--- config.mk ---
export PLATFORM = sky130hd
export DESIGN_NAME = ppg_ctrl
export DESIGN_NICKNAME = d
export VERILOG_FILES = /design/src/ppg_pulse_and_oxygen_estimator_unit_defines.svh /design/src/ppg_pkg.sv /design/src/ppg_ctrl.sv
export SDC_FILE = /design/constraint.sdc
export NUM_CORES = 1
export LEC_CHECK = 0
export ABC_CLOCK_PERIOD_IN_PS = 1600
export BUFFER_PORTS_ARGS = -buffer_cell sky130_fd_sc_hd__buf_2
export CORE_AREA = 2 2 39 41
export CTS_CLUSTER_DIAMETER = 100
export DETAILED_ROUTE_END_ITERATION = 10
export DIE_AREA = 0 0 41 43
export GPL_TIMING_DRIVEN = 0
export MAX_ROUTING_LAYER = met4
export PLACE_DENSITY_LB_ADDON = 0.25
export SYNTH_ARGS = -nofsm -noshare
export SYNTH_HDL_FRONTEND = slang
export SYNTH_SLANG_ARGS = --single-unit
--- constraint.sdc ---
create_clock -name clk_i -period 1.6 [get_ports clk_i]
set_input_delay 0.08 -clock clk_i [delete_from_list [all_inputs] [get_ports clk_i]]
set_output_delay 0.08 -clock clk_i [all_outputs]
set_load 0.02 [all_outputs]
--- src/ppg_pulse_and_oxygen_estimator_unit_defines.svh ---
// Assertion macros shared by the estimator RTL.
`ifndef PPG_PULSE_AND_OXYGEN_ESTIMATOR_UNIT_DEFINES_SVH
`define PPG_PULSE_AND_OXYGEN_ESTIMATOR_UNIT_DEFINES_SVH
// Implication checked at every clock edge outside reset.
`define PPG_ASSERT_IMP(label, ante, cons) \
  label: assert property (@(posedge clk_i) disable iff (!rst_ni) (ante) |-> (cons)) \
    else $error("assertion failed");
// Next-cycle implication checked outside reset.
`define PPG_ASSERT_NEXT(label, ante, cons) \
  label: assert property (@(posedge clk_i) disable iff (!rst_ni) (ante) |=> (cons)) \
    else $error("assertion failed");
`endif

--- src/ppg_pkg.sv ---
// ----------------------------------------------------------------------------
// PPG estimator package
// Shared constants, types and register indexes.
// ----------------------------------------------------------------------------
package ppg_pkg;
  localparam int SampleBitsDef   = 18;
  localparam int FractionBitsDef = 8;
  localparam int AddrBits        = 5;

  typedef enum logic [2:0] {
    REG_DC_ALPHA  = 3'd0,
    REG_INTERVAL  = 3'd1,
    REG_FINGER    = 3'd2,
    REG_MIN_BEAT  = 3'd3,
    REG_MAX_BEAT  = 3'd4,
    REG_TIMEOUT   = 3'd5
  } reg_idx_e;

  typedef enum logic [3:0] {
    ST_IDLE, ST_CHECK, ST_BASE, ST_THR, ST_PEAK, ST_RDIV, ST_RATE,
    ST_T1DIV, ST_T2DIV, ST_OXY, ST_OUT
  } state_e;

  typedef struct packed {
    logic load;
    logic check;
    logic base;
    logic thr;
    logic peak;
    logic rdiv_start;
    logic rate;
    logic t1_start;
    logic t2_start;
    logic oxy;
    logic out_load;
  } ctrl_cmd_t;

  typedef struct packed {
    logic too_soon;
    logic no_finger;
    logic div_busy;
    logic need_rate;
  } ctrl_sts_t;
endpackage

--- src/ppg_ctrl.sv ---
// ----------------------------------------------------------------------------
// PPG controller
// Sequences the datapath through one sample word.
// ----------------------------------------------------------------------------
module ppg_ctrl (
  input  logic              clk_i,
  input  logic              rst_ni,
  input  logic              in_valid_i,
  output logic              in_ready_o,
  input  logic              out_busy_i,
  input  ppg_pkg::ctrl_sts_t sts_i,
  output ppg_pkg::ctrl_cmd_t cmd_o
);
  import ppg_pkg::*;
  state_e state_q, state_d;

  always_comb begin
    state_d = state_q;
    case (state_q)
      ST_IDLE:  if (in_valid_i) state_d = ST_CHECK;
      ST_CHECK: begin
        if (sts_i.too_soon || sts_i.no_finger) state_d = ST_OUT;
        else state_d = ST_BASE;
      end
      ST_BASE:  state_d = ST_THR;
      ST_THR:   state_d = ST_PEAK;
      ST_PEAK:  state_d = sts_i.need_rate ? ST_RDIV : ST_T1DIV;
      ST_RDIV:  if (!sts_i.div_busy) state_d = ST_RATE;
      ST_RATE:  state_d = ST_T1DIV;
      ST_T1DIV: if (!sts_i.div_busy) state_d = ST_T2DIV;
      ST_T2DIV: if (!sts_i.div_busy) state_d = ST_OXY;
      ST_OXY:   state_d = ST_OUT;
      ST_OUT:   if (!out_busy_i) state_d = ST_IDLE;
      default:  state_d = ST_IDLE;
    endcase
  end

  // The divider start pulses fire on entry to a wait state.
  always_comb begin
    cmd_o      = '0;
    in_ready_o = (state_q == ST_IDLE);
    case (state_q)
      ST_IDLE:  cmd_o.load = in_valid_i;
      ST_CHECK: cmd_o.check = 1'b1;
      ST_BASE:  cmd_o.base = 1'b1;
      ST_THR:   cmd_o.thr = 1'b1;
      ST_PEAK: begin
        cmd_o.peak = 1'b1;
        cmd_o.rdiv_start = sts_i.need_rate;
        cmd_o.t1_start = !sts_i.need_rate;
      end
      ST_RATE: begin
        cmd_o.rate = 1'b1;
        cmd_o.t1_start = 1'b1;
      end
      ST_T1DIV: cmd_o.t2_start = !sts_i.div_busy;
      ST_OXY:   cmd_o.oxy = 1'b1;
      ST_OUT:   cmd_o.out_load = !out_busy_i;
      default:  cmd_o = '0;
    endcase
  end

  always_ff @(posedge clk_i or negedge rst_ni) begin
    if (!rst_ni) state_q <= ST_IDLE;
    else state_q <= state_d;
  end
endmodule

# --- After elaboration in Yosys (flattened, before gate mapping) ---
# Index checks and enable logic that the tools add are counted.
totals:
  wordCells: 40
  latch_bits: 0
  n_memories: 0
  rom_bits: 0
  input_bits: 8
  register_bits: 4
  ram_bits: 0
classes:
  order_cmp: 0
  bitwise_logic: 0
  reduce_logical: 6
  multipliers: 0
  div: 0
  mux: 18
  n_shift: 0
  eq_ne: 15
  addsub: 0
op_table:
  columns: ["operator", "n"]
  rows:
  - ["$pmux 4 s11", 1]
  - ["$mux 4", 6]
  - ["$eq 4x3->1 const B", 4]
  - ["$eq 4x4->1 const B", 3]
  - ["$ne 2x2->1 const B", 5]
  - ["$eq 4x2->1 const B", 2]
  - ["$mux 1", 8]
  - ["$reduce_and 5->1", 1]
  - ["$eq 4x1->1 const B", 1]
  - ["$logic_not 4->1", 1]
  - ["$mux 2", 2]
  - ["$logic_not 1->1", 3]
  - ["$pmux 1 s2", 1]
  - ["$logic_or 1x1->1", 1]

# --- Longest topological paths before layout ---
logic_depth:
  word_depth: 3
  mapped_depth: 5
  mapped_depth_nobuf: 4

# --- Worst setup path after synthesis ---
# Ideal clock, no wire load.
synth_timing:
  path_kind: "register to output"
  from: "register state_q[1]"
  to: "output cmd_o[10] in the netlist's numbering"
  arrival_time_ns: 1.686
  path_slack_ns: -0.166
  path_stages_with_launch: 4
  path_cell_list: "dfrtp_1 > buf_2 > nor4_1 > and2_1"
synth_rtl:
  columns: ["item", "line", "text"]
  rows:
  - ["start: declaration", "ppg_ctrl.sv:15", "state_e state_q, state_d;"]
  - ["start signal: assignment", "ppg_ctrl.sv:65", "else state_q <= state_d;"]
  - ["end: declaration", "ppg_ctrl.sv:12", "output ppg_pkg::ctrl_cmd_t cmd_o"]

==> summary.md <==
| Metric | Value |
|---|---|
| Post-Route WL | `1.01 mm` |
| Worst-path maximum fanout | `10` |
| DP Cell Count | `83` |
| Worst reg2reg setup slack | `0.09 ns` |
| Yosys top cell by area | `dfrtp_1` |
| Wire length on met1 | `492 microns` |
| Top reg by flops | `state_q` |
| Vias | `425` |
| Clock share of power | `10.2%` |
| Die Area | `0.00176 sq mm` |
| Period utilization | `95.6%` |
| Max reg flops | `4` |
| Vias per cell | `4.89` |
| Later-pin clock latency in the skew report | `0.23 ns` |
| Core Box Area | `0.00138 sq mm` |
| RePlAce Congestion | `0.780` |
| Placed cell area | `519 sq um` |
| Top-Level Pins | `20` |
| Switch share | `49.8%` |
| Design Area, Final | `568 sq um` |
| CP Launch Point | `state_q[1]$_DFFE_PN0P_` |
| Root Driver | `clkbuf_4` |
| Cell Int Power | `598 uW` |
| Final setup fails | `0` |
| CTS clock-pin slew for the worst setup and hold paths | `0.04 ns` |
| Rows | `14` |
| Crit path capture type | `output port` |
| Ant diodes | `0` |
| Flop pwr share | `18.6%` |
| Die width | `41 microns` |
| Ranking of synthesized cells by area | `dfrtp_1 (25%), nor3_1 (10%), mux2_4 (7.5%), o31ai_4 (5.3%), a21oi_1 (3.8%)` |
| First drt pass iteration count | `3` |
| Largest registers | `state_q: 4 flops` |
| Cell variety after synth | `25` |
| CP Class | `register to output port` |
| CTS tree | `yes` |
| Syn_nets | `56` |
| Final number of max-transition violations | `0` |
| Share of async-settable or async-resettable flops after synthesis | `100%` |
| TritonCTS Sinks | `4` |
| Synth top area share | `25.2%` |
| Mapped Area | `398 sq um` |
| Clock buffer count from CTS | `3` |
| Max-cap viol count | `0` |
| Slew @ Worst Pin | `0.341 ns` |
| Initial antenna violation count | `0` |
| Post-synthesis cell count | `48` |
| Hold WC Path Type | `input port to asynchronous set/reset pin` |
| Critical path launch point type | `register` |
| Worst EP arrival | `1.45 ns` |
| Syn_area_per_cell | `8.29 sq um` |
| Reg-to-Reg Start | `state_q[1]$_DFFE_PN0P_` |
| Area Overhead vs Synth | `42.8%` |
| DR iter-0 viols | `4` |
| Global-route wire length before repair | `1.62 mm` |
| DR top layer | `met3` |
| Die Y | `43 microns` |
| Share of cells above drive strength 1 | `47.9%` |
| Clock Skew | `0.00173 ns` |
| R2R cell count | `4` |
| Met3 WL | `19 microns` |
| GRT Total Usage | `14.2%` |
| Worst reg2reg endpoint | `state_q[1]$_DFFE_PN0P_` |
| H-tree depth | `1` |
| Fillers | `148` |
| LEAKAGE | `0.282 nW` |
| Port Buffers | `19` |
| Register bit count reported by yosys | `4` |
| Slew HR | `76.9%` |
| CP Data Required Time | `1.52 ns` |
| Power Dens Cells | `2100 mW/mm^2` |
| YS warnings | `0` |
| Tmin final | `1.53 ns` |
| Placed wire-length estimate | `760 microns` |
| FMAX | `0.654 GHz` |
| Largest net degree at the start of global routing | `11` |
| Max Buffers Root-to-Sink | `2` |
| Vias in the first global route | `404` |
| WL per Instance | `11.6 microns` |
| Nets | `81` |
| Final Hold Fails | `0` |
| DRC viols | `0` |
| Part of the power in combinational logic | `71.2%` |
| Worst hold margin | `0.182 ns` |
| Seq/Total Area, Yosys | `25.2%` |
| Met2 wire length | `494 microns` |
| EDFF count, synth | `0` |
| Status | `finished, final reports clean` |
| Final Non-Filler Cells | `87` |
| Sw power | `594 uW` |
| Primary FF master, synth | `dfrtp_1` |
| Starting Density | `28.8%` |
| VDD IR max | `768 uV` |
| Total gr overflow | `0` |
| Number of routed nets with antenna violations | `0` |
==> placed cells by master (no fill, tap or decap), drive strengths merged, types with 3 or more instances in the layout <==
master | synthesis | routed
a21oi | 3 | 3
buf | 4 | 23
clkbuf | 0 | 3
dfrtp | 4 | 4
nand2 | 4 | 4
nor2 | 3 | 3
nor3 | 8 | 8
o31ai | 3 | 3
==> synthesized netlist by cell type (2+ instances only) <==
master / count
nor3_1: 8
o31ai_1: 2
mux2_4: 2
dfrtp_1: 4
a21oi_1: 3
nor2_1: 3
nand2b_1: 2
nand2_1: 4
nor4_1: 2
buf_2: 3
==> timing repair <==
| action | CTS | global route |
|---|---|---|
| hold buffers | 1 | 0 |
| endpoints found under the hold margin | 4 | 0 |
| endpoints found under the setup margin | 0 | 3 |
| buffers inserted | 0 | 0 |
| resized for setup | 0 | 4 |
==> critical path, cell delays in order, from the launching register on <==
cell and delay [ns]:
dfrtp_1 0.44, buf_4 0.21, nor4_4 0.26, and2_1 0.15, buf_2 0.15
==> metrics by stage <==
| step | setup WS (ns) | TNS [ns] | power (mW) | utilization, % |
|---|---|---|---|---|
| 6_report | 0.0711 | 0 | 1.19 | 41.0 |
| 3_3_place_gp | 0.0970 | 0 | 1.03 | 37.5 |
| 3_5_place_dp | 0.0902 | 0 | 1.03 | 37.5 |
| 5_1_grt | -0.00391 | -0.00391 | 1.29 | 41.0 |
| 2_1_floorplan | 0.0768 | 0 | 0.845 | - |
| 4_1_cts | 0.0425 | 0 | 1.17 | 39.9 |
==> worst max path at each step <==
stage                             endpoint
finish                           cmd_o[10]
global route                     cmd_o[10]
CTS                              cmd_o[10]
detailed placement  state_q[1]$_DFFE_PN0P_
global placement    state_q[3]$_DFFE_PN0P_
floorplan                         cmd_o[3]
==> cell type report <==
class / instances / area (sq um) / area share (%)
multi-input combinational: 38 / 284 / 50.0
timing repair buffer: 20 / 105 / 18.5
sequential: 4 / 100 / 17.6
buffer: 4 / 28.8 / 5.07
clock buffer: 3 / 22.5 / 3.96
tap: 16 / 20.0 / 3.52
inverter: 2 / 7.51 / 1.32
==> logic make-up after synthesis <==
| family | after synthesis | share of synthesized area, % |
|---|---|---|
| and+or+nand+nor | 24 | 32.7 |
| AOI/OAI and AO/OA | 11 | 23.6 |
| buffers and inverters | 6 | 8.49 |
| DFF | 4 | 25.2 |
| muxes | 3 | 10.1 |
==> power groups by stage <==
stage / Sequential [mW] / Combinational (mW) / Clock [mW]
3_5_place_dp: 0.222 / 0.810 / 0
2_1_floorplan: 0.203 / 0.643 / 0
5_1_grt: 0.235 / 0.920 / 0.135
6_report: 0.222 / 0.848 / 0.121
4_1_cts: 0.222 / 0.816 / 0.128
3_3_place_gp: 0.221 / 0.804 / 0
==> metal layers <==
| layer | vias up | global-route usage [%] |
|---|---|---|
| met5 | - | - |
| met2 | 7 | 20.0 |
| li1 | 222 | - |
| met4 | 0 | 8.00 |
| met1 | 196 | 16.9 |
| met3 | 0 | 4.71 |
(Power assumes the default switching activity.)
